File: config.mk
export PLATFORM = sky130hd
export DESIGN_NAME = wildcard_glob_matcher_unit_flat
export DESIGN_NICKNAME = d
export VERILOG_FILES = /design/src/sv/wgm_pkg.sv /design/src/sv/wgm_if.sv /design/src/sv/wildcard_glob_matcher_unit.sv /design/src/sv/wgm_cell.sv /design/src/sv/wgm_closure.sv /design/src/sv/wgm_top_dummy_placeholder.sv /design/src/flat_wrapper.sv
export SDC_FILE = /design/constraint.sdc
export NUM_CORES = 1
export LEC_CHECK = 0
export BUFFER_PORTS_ARGS = -buffer_cell sky130_fd_sc_hd__buf_2
export CAP_MARGIN = 40
export CELL_PAD_IN_SITES_DETAIL_PLACEMENT = 1
export CELL_PAD_IN_SITES_GLOBAL_PLACEMENT = 2
export CORE_ASPECT_RATIO = 0.6
export CORE_MARGIN = 4
export CORE_UTILIZATION = 30
export DETAILED_ROUTE_END_ITERATION = 12
export PLACE_DENSITY = 0.65
export SYNTH_ARGS = -nofsm -noshare
export SYNTH_HDL_FRONTEND = slang
export SYNTH_HIERARCHICAL = 1
export SYNTH_SLANG_ARGS = --single-unit
File: constraint.sdc
create_clock -name clk -period 16.1 [get_ports clk]
set_input_delay 4.025 -clock clk [delete_from_list [all_inputs] [get_ports clk]]
set_output_delay 4.025 -clock clk [all_outputs]
set_load 0.05 [all_outputs]
File: src/sv/wgm_pkg.sv
package wgm_pkg;

	// Request opcodes.
	typedef enum logic [1:0] {
		OP_LOAD  = 2'd0,
		OP_LEN   = 2'd1,
		OP_SUBJ  = 2'd2,
		OP_EMPTY = 2'd3
	} wgm_op_t;

	// Wildcard characters in the pattern.
	localparam logic [7:0] GLOB_STAR = 8'h2A;
	localparam logic [7:0] GLOB_ANY  = 8'h3F;

	// One input request.
	typedef struct packed {
		wgm_op_t     opcode;
		logic [5:0]  position;
		logic [7:0]  char_value;
		logic [6:0]  pattern_length;
		logic        last_char;
	} wgm_req_t;

	// One result.
	typedef struct packed {
		logic matched;
	} wgm_rsp_t;

	// Control broadcast from the top level to every cell.
	typedef struct packed {
		logic       advance;
		logic       restart;
		logic [7:0] ch;
	} wgm_cell_ctl_t;

endpackage

File: src/sv/wgm_if.sv
// Input request channel.
interface wgm_req_if;
	logic              valid;
	logic              ready;
	wgm_pkg::wgm_req_t data;

	modport source (output valid, output data, input ready);
	modport sink (input valid, input data, output ready);
endinterface

// Result channel.
interface wgm_rsp_if;
	logic              valid;
	logic              ready;
	wgm_pkg::wgm_rsp_t data;

	modport source (output valid, output data, input ready);
	modport sink (input valid, input data, output ready);
endinterface

File: src/sv/wildcard_glob_matcher_unit.sv
// Whole-string glob matcher with '*' and '?' wildcards.
// Requests arrive on req (valid/ready); a request is taken when both are high.
// Opcode load writes one pattern character at position, opcode length sets the
// pattern length (saturated to PATTERN_MAX), opcode subject streams one subject
// character, and opcode empty asks whether the empty string matches.
// Every request except a subject character without last_char restarts the
// subject. A subject character with last_char, and every empty query, give one
// result on rsp: matched is 1 when the whole subject matches the whole pattern.
// One request is taken per cycle while req.ready is high. A result passes through
// the internal stage and the output register onto rsp. Each pattern position is a
// cell holding its character and its active bit; activity moves one cell per
// character, and runs of stars are closed in one carry-chain add.
// When rsp is stalled, one further result can wait in the internal stage;
// after that req.ready drops until rsp.ready returns. No result is lost.
// Reset (arst_n low) clears the pattern length to zero, restarts the subject
// and empties the result path. Pattern characters are not cleared; a position
// below the length must be loaded before it is used.
module wildcard_glob_matcher_unit #(
	parameter int PATTERN_MAX = 64
) (
	input  logic     clk,
	input  logic     arst_n,
	wgm_req_if.sink  req,
	wgm_rsp_if.source rsp
);
	import wgm_pkg::*;

	localparam int W     = PATTERN_MAX + 1;
	localparam int LEN_W = $clog2(PATTERN_MAX + 1);

	logic [LEN_W-1:0] len_q;
	logic [LEN_W-1:0] len_d;
	logic             final_q;
	logic             acc;
	wgm_cell_ctl_t    ctl;
	logic [W-1:0]     act;
	logic [W-1:0]     prop;
	logic [W-1:0]     closed;
	logic [W-1:0]     raw;
	logic [W-1:0]     step;
	logic [W-1:0]     set_s1;
	logic             valid_s1;
	logic [W-1:0]     closed_s1;
	logic             out_valid_q;
	logic             matched_q;
	logic             out_free;
	logic             in_ready;
	logic             emit;

	// Handshake: the stage moves on when it is empty or the output register is free.
	assign out_free  = !out_valid_q || rsp.ready;
	assign in_ready  = !valid_s1 || out_free;
	assign req.ready = in_ready;
	assign acc       = req.valid && in_ready;

	// Broadcast control to the cells.
	always_comb begin
		ctl.ch      = req.data.char_value;
		ctl.advance = acc && (req.data.opcode == OP_SUBJ) && !req.data.last_char;
		ctl.restart = acc && !((req.data.opcode == OP_SUBJ) && !req.data.last_char);
	end

	// Decode of which requests produce a result.
	always_comb begin
		unique case (req.data.opcode)
			OP_LOAD:  emit = 1'b0;
			OP_LEN:   emit = 1'b0;
			OP_SUBJ:  emit = req.data.last_char;
			OP_EMPTY: emit = 1'b1;
			default:  emit = 1'b0;
		endcase
	end

	// Star closure of the current active set.
	wgm_closure #(.W(W)) u_close_cur (
		.gen    (act),
		.prop   (prop),
		.closed (closed)
	);

	// Row of pattern cells.
	genvar gi;
	generate
		for (gi = 0; gi < PATTERN_MAX; gi++) begin : g_cell
			logic wr_en;
			logic in_use;

			assign wr_en  = acc && (req.data.opcode == OP_LOAD) &&
				(int'(req.data.position) == gi);
			assign in_use = (len_q > LEN_W'(gi));

			wgm_cell #(.IS_HEAD(gi == 0)) u_cell (
				.clk      (clk),
				.arst_n   (arst_n),
				.ctl      (ctl),
				.wr_en    (wr_en),
				.in_use   (in_use),
				.closed   (closed[gi]),
				.step_in  ((gi == 0) ? 1'b0 : step[(gi == 0) ? 0 : gi - 1]),
				.active   (act[gi]),
				.prop     (prop[gi]),
				.step_out (step[gi]),
				.raw_next (raw[gi])
			);
		end
	endgenerate

	// Position past the last pattern character: reached only by a step.
	assign act[PATTERN_MAX]  = final_q;
	assign prop[PATTERN_MAX] = 1'b0;
	assign step[PATTERN_MAX] = 1'b0;
	assign raw[PATTERN_MAX]  = step[PATTERN_MAX-1];

	always_ff @(posedge clk or negedge arst_n) begin
		if (!arst_n) begin
			final_q <= 1'b0;
		end else if (ctl.restart) begin
			final_q <= 1'b0;
		end else if (ctl.advance) begin
			final_q <= raw[PATTERN_MAX];
		end
	end

	// Pattern length register.
	wgm_len_sat #(.PATTERN_MAX(PATTERN_MAX), .LEN_W(LEN_W)) u_len_sat (
		.pattern_length (req.data.pattern_length),
		.len            (len_d)
	);

	always_ff @(posedge clk or negedge arst_n) begin
		if (!arst_n) begin
			len_q <= '0;
		end else if (acc && (req.data.opcode == OP_LEN)) begin
			len_q <= len_d;
		end
	end

	// Result stage: holds the active set whose closure gives the answer.
	always_ff @(posedge clk or negedge arst_n) begin
		if (!arst_n) begin
			valid_s1 <= 1'b0;
		end else if (in_ready) begin
			valid_s1 <= acc && emit;
		end
	end

	always_ff @(posedge clk) begin
		if (in_ready) begin
			if (req.data.opcode == OP_EMPTY) begin
				set_s1 <= W'(1);
			end else begin
				set_s1 <= raw;
			end
		end
	end

	// Closure of the finished set; the answer is the bit at the pattern length.
	wgm_closure #(.W(W)) u_close_res (
		.gen    (set_s1),
		.prop   (prop),
		.closed (closed_s1)
	);

	// Output register.
	always_ff @(posedge clk or negedge arst_n) begin
		if (!arst_n) begin
			out_valid_q <= 1'b0;
		end else if (out_free) begin
			out_valid_q <= valid_s1;
		end
	end

	always_ff @(posedge clk) begin
		if (out_free) begin
			matched_q <= closed_s1[len_q];
		end
	end

	assign rsp.valid        = out_valid_q;
	assign rsp.data.matched = matched_q;

endmodule

File: src/sv/wgm_cell.sv
module wgm_cell #(
	parameter bit IS_HEAD = 1'b0
) (
	input  logic                   clk,
	input  logic                   arst_n,
	input  wgm_pkg::wgm_cell_ctl_t ctl,
	input  logic                   wr_en,
	input  logic                   in_use,
	input  logic                   closed,
	input  logic                   step_in,
	output logic                   active,
	output logic                   prop,
	output logic                   step_out,
	output logic                   raw_next
);
	import wgm_pkg::*;

	logic [7:0] char_q;
	logic       active_q;
	logic       is_star;
	logic       hit;

	// Pattern character held by this cell.
	always_ff @(posedge clk) begin
		if (wr_en) begin
			char_q <= ctl.ch;
		end
	end

	// A star keeps its own position and passes activity on through the closure.
	// Any other character moves activity to the neighbor when it matches.
	always_comb begin
		is_star  = (char_q == GLOB_STAR);
		hit      = (char_q == GLOB_ANY) || (char_q == ctl.ch);
		prop     = in_use && is_star;
		step_out = closed && in_use && !is_star && hit;
		raw_next = (closed && prop) || step_in;
	end

	// Active bit of this position, before the star closure.
	always_ff @(posedge clk or negedge arst_n) begin
		if (!arst_n) begin
			active_q <= IS_HEAD;
		end else if (ctl.restart) begin
			active_q <= IS_HEAD;
		end else if (ctl.advance) begin
			active_q <= raw_next;
		end
	end

	assign active = active_q;

endmodule

File: src/sv/wgm_closure.sv
module wgm_closure #(
	parameter int W = 65
) (
	input  logic [W-1:0] gen,
	input  logic [W-1:0] prop,
	output logic [W-1:0] closed
);

	logic [W-1:0] sum;

	// Activity runs up through each run of stars like a carry through an adder.
	// Every set bit that sits on a star starts a carry that stops at the first
	// position after the run, and the XOR marks every position it crossed.
	always_comb begin
		sum    = (gen & prop) + prop;
		closed = (sum ^ prop) | gen;
	end

endmodule

File: src/sv/wgm_top_dummy_placeholder.sv
module wgm_len_sat #(
	parameter int PATTERN_MAX = 64,
	parameter int LEN_W       = 7
) (
	input  logic [6:0]       pattern_length,
	output logic [LEN_W-1:0] len
);

	// Lengths above the pattern capacity saturate to the capacity.
	always_comb begin
		if (int'(pattern_length) > PATTERN_MAX) begin
			len = LEN_W'(PATTERN_MAX);
		end else begin
			len = LEN_W'(pattern_length);
		end
	end

endmodule

File: src/flat_wrapper.sv
// flat-port wrapper written by rule: the top's interface ports become plain ports
module wildcard_glob_matcher_unit_flat import wgm_pkg::*;
#(
	parameter int PATTERN_MAX = 64
)
  (clk, arst_n, req_valid, req_data, req_ready, rsp_valid, rsp_data, rsp_ready);
  wgm_req_if req_i ();
  wgm_rsp_if rsp_i ();
  input  logic clk;
  input  logic arst_n;
  input wire logic [$bits(req_i.valid)-1:0] req_valid;
  input wire logic [$bits(req_i.data)-1:0] req_data;
  output wire logic [$bits(req_i.ready)-1:0] req_ready;
  output wire logic [$bits(rsp_i.valid)-1:0] rsp_valid;
  output wire logic [$bits(rsp_i.data)-1:0] rsp_data;
  input wire logic [$bits(rsp_i.ready)-1:0] rsp_ready;
  assign req_i.valid = req_valid;
  assign req_i.data = req_data;
  assign req_ready = req_i.ready;
  assign rsp_valid = rsp_i.valid;
  assign rsp_data = rsp_i.data;
  assign rsp_i.ready = rsp_ready;
  wildcard_glob_matcher_unit #(.PATTERN_MAX(PATTERN_MAX)) u_core (.clk(clk), .arst_n(arst_n), .req(req_i), .rsp(rsp_i));
endmodule
==> out/results.ini <==
[layout]
final_cell_count_no_fill = 5634
syn_to_final_growth_pct = 14.3
drive_gt1_frac = 0.107
fin_nets = 3890

[setup_path]
slowest_stage = buf_4
cp-end-kind = output port
arrival_ps = 5020
crit_type = in -> out
cp_cell_sequence = buf_2 -> nand3b_1 -> buf_4 -> buf_2
path_max_fanout = 30
cp.required_ps = 12070
critPathMaxStageDelay_ps = 400
crit_path_start_kind = primary input
worst_path_most_repeated_cell = buf_2

[grt]
grt_max_degree = 66
grt_pass1_wl_um = 216000
grt_antenna_before_repair = 7
grt.total_usage = 0.212
first_global_vias = 30400
overflow = 0

[pwr]
switching_share = 0.267
power_density_mw_per_mm2 = 90.3
intPower_mw = 2.96
p_total_mw = 4.04
p_leak_nw = 14.7
pwr-share-clk = 0.423
p_sw_mw = 1.08
seqPwrFrac = 0.470
ir_worst_vdd_mv = 0.0900
comb_power_share = 0.107

[clock_network]
cts_max_path_buffers = 3
cts_sinks = 651
htree_levels = 3
post_cts_resized = 0
cts_hold_buf = 0
cts_tree = done
insertion_delay_ps = 680
cts_root_buffer = clkbuf_16
cts_setup_buffers = 0
cts_buffers = 71
cts.clk_slew.worst_paths_ps = 60

[sta]
relSlewSlack = 0.165
clock_skew_ps = 28.7
period_needed_ps = 9040
period_share = 0.562
finalHoldViolations = 0
tightest_slew_ps = 1250
rsz0062_at_grt = no
setup_viol_count_final = 0
slew_viol_final = 0
finalSetupTns_ps = 0
fmax_mhz = 111
setup_ws_ps = 7060

[drt]
postRouteWirelength_um = 147000
vias_per_cell = 5.54
drtIter0Drc = 3168
drc_errors = 0
drtAntennaViolNets = 0
dr.pass1.iters = 5
wl_per_cell_um = 26.2
vias = 31200

[placed_design]
gp_congestion = 0.921
dp_hpwl_um = 109000
dpl_worst_slack_ps = 7020
port-buffer-count = 30
dp_cells = 5500

[die]
boundaryPins = 31
core-area_mm2 = 0.129
die_h_um = 288
die-area_mm2 = 0.136
initial_utilization = 0.303
die_x_um = 474
rows = 102

[run]
cap_violations = 0

[synth]
ys_warn_count = 6
synthCells = 3680
syn_area_mm2 = 0.0391
avgSynthCellArea_um2 = 10.6

[outcome]
status = finished clean

[worst_hold_path]
hp-class = reg -> reg

[power by group through the flow]
| stage | Sequential, mW | Combinational, mW | Clock (mW) |
|---|---|---|---|
| final | 1.90 | 0.433 | 1.71 |
| after CTS | 1.90 | 0.432 | 1.76 |
| after detailed placement | 1.93 | 0.430 | 0 |
| after global routing | 1.90 | 0.462 | 1.84 |
| after global placement | 1.94 | 0.417 | 0 |
| after floorplan | 1.91 | 0.217 | 0 |
[per-layer routing]
layer,vias up,share of wire,track usage
met2,893,0.35,0.261
met1,15900,0.56,0.360
met4,4,0.014,0.0353
li1,14200,-,-
met3,122,0.077,0.0526
met5,-,0.00022,0
[stage by stage]
step	instance area, um2	hold slack (ps)	utilization
2_1_floorplan	39100	435	-
3_3_place_gp	42100	454	0.325
3_5_place_dp	42400	460	0.328
4_1_cts	44700	464	0.346
5_1_grt	44700	489	0.346
6_report	44700	460	0.346
[final timing paths]
kind                            startpoint                              end  slack, ps  depth (start not counted)
setup reg to reg           u_core/len_q[5]                u_core/set_s1[57]       8600                         25
setup / recovery                 rsp_ready                        req_ready       7060                          4
min in group asynchronous           arst_n  u_core/g_cell[51].u_cell/active       3350                          1
hold / removal             u_core/valid_s1                 u_core/rsp.valid        460                          1
hold reg to reg            u_core/valid_s1                 u_core/rsp.valid        460                          1
max in group asynchronous           arst_n                  u_core/len_q[1]      11440                          2
[critical path, delay by kind of cell]
kind | cells | cell delay [ps]
and+or+nand+nor | 1 | 100
buffers and inverters | 3 | 840
[cell type report]
cell class,count,area [um2]
fillers,14400,84500
multi-input cells,2860,19400
flip-flops and latches,651,19200
well taps,1716,2150
clock buffers,88,1900
repair buffers,150,1220
inverters,126,473
clock inverters,40,449
diodes,3,7.51
[registers in the layout (all words and copies together), names as in the netlist]
signal                       cells
u_core/g_cell.u_cell/active     64
u_core/g_cell.u_cell/char_q    512
u_core/len_q                     7
u_core/rsp.data                  1
u_core/rsp.valid                 1
u_core/set_s1                   65
u_core/valid_s1                  1
[placed cells by master, fill, tap and decap left out, types with 32 or more instances in the layout]
cell,n
or2_2,34
and2_1,141
edfxtp_1,578
and4bb_1,63
nand3_1,100
a21oi_1,131
nor2b_1,40
nand4_1,195
buf_4,98
xnor2_1,506
nand2b_1,65
and2_2,63
or3b_1,63
nand2_1,207
o21ai_0,176
nor2_1,379
clkbuf_16,73
a21o_1,84
nor3_1,32
nor3b_1,73
a311oi_1,65
a32o_1,67
inv_1,126
dfrtp_1,71
Note: power is estimated with default switching activity, not from simulation.
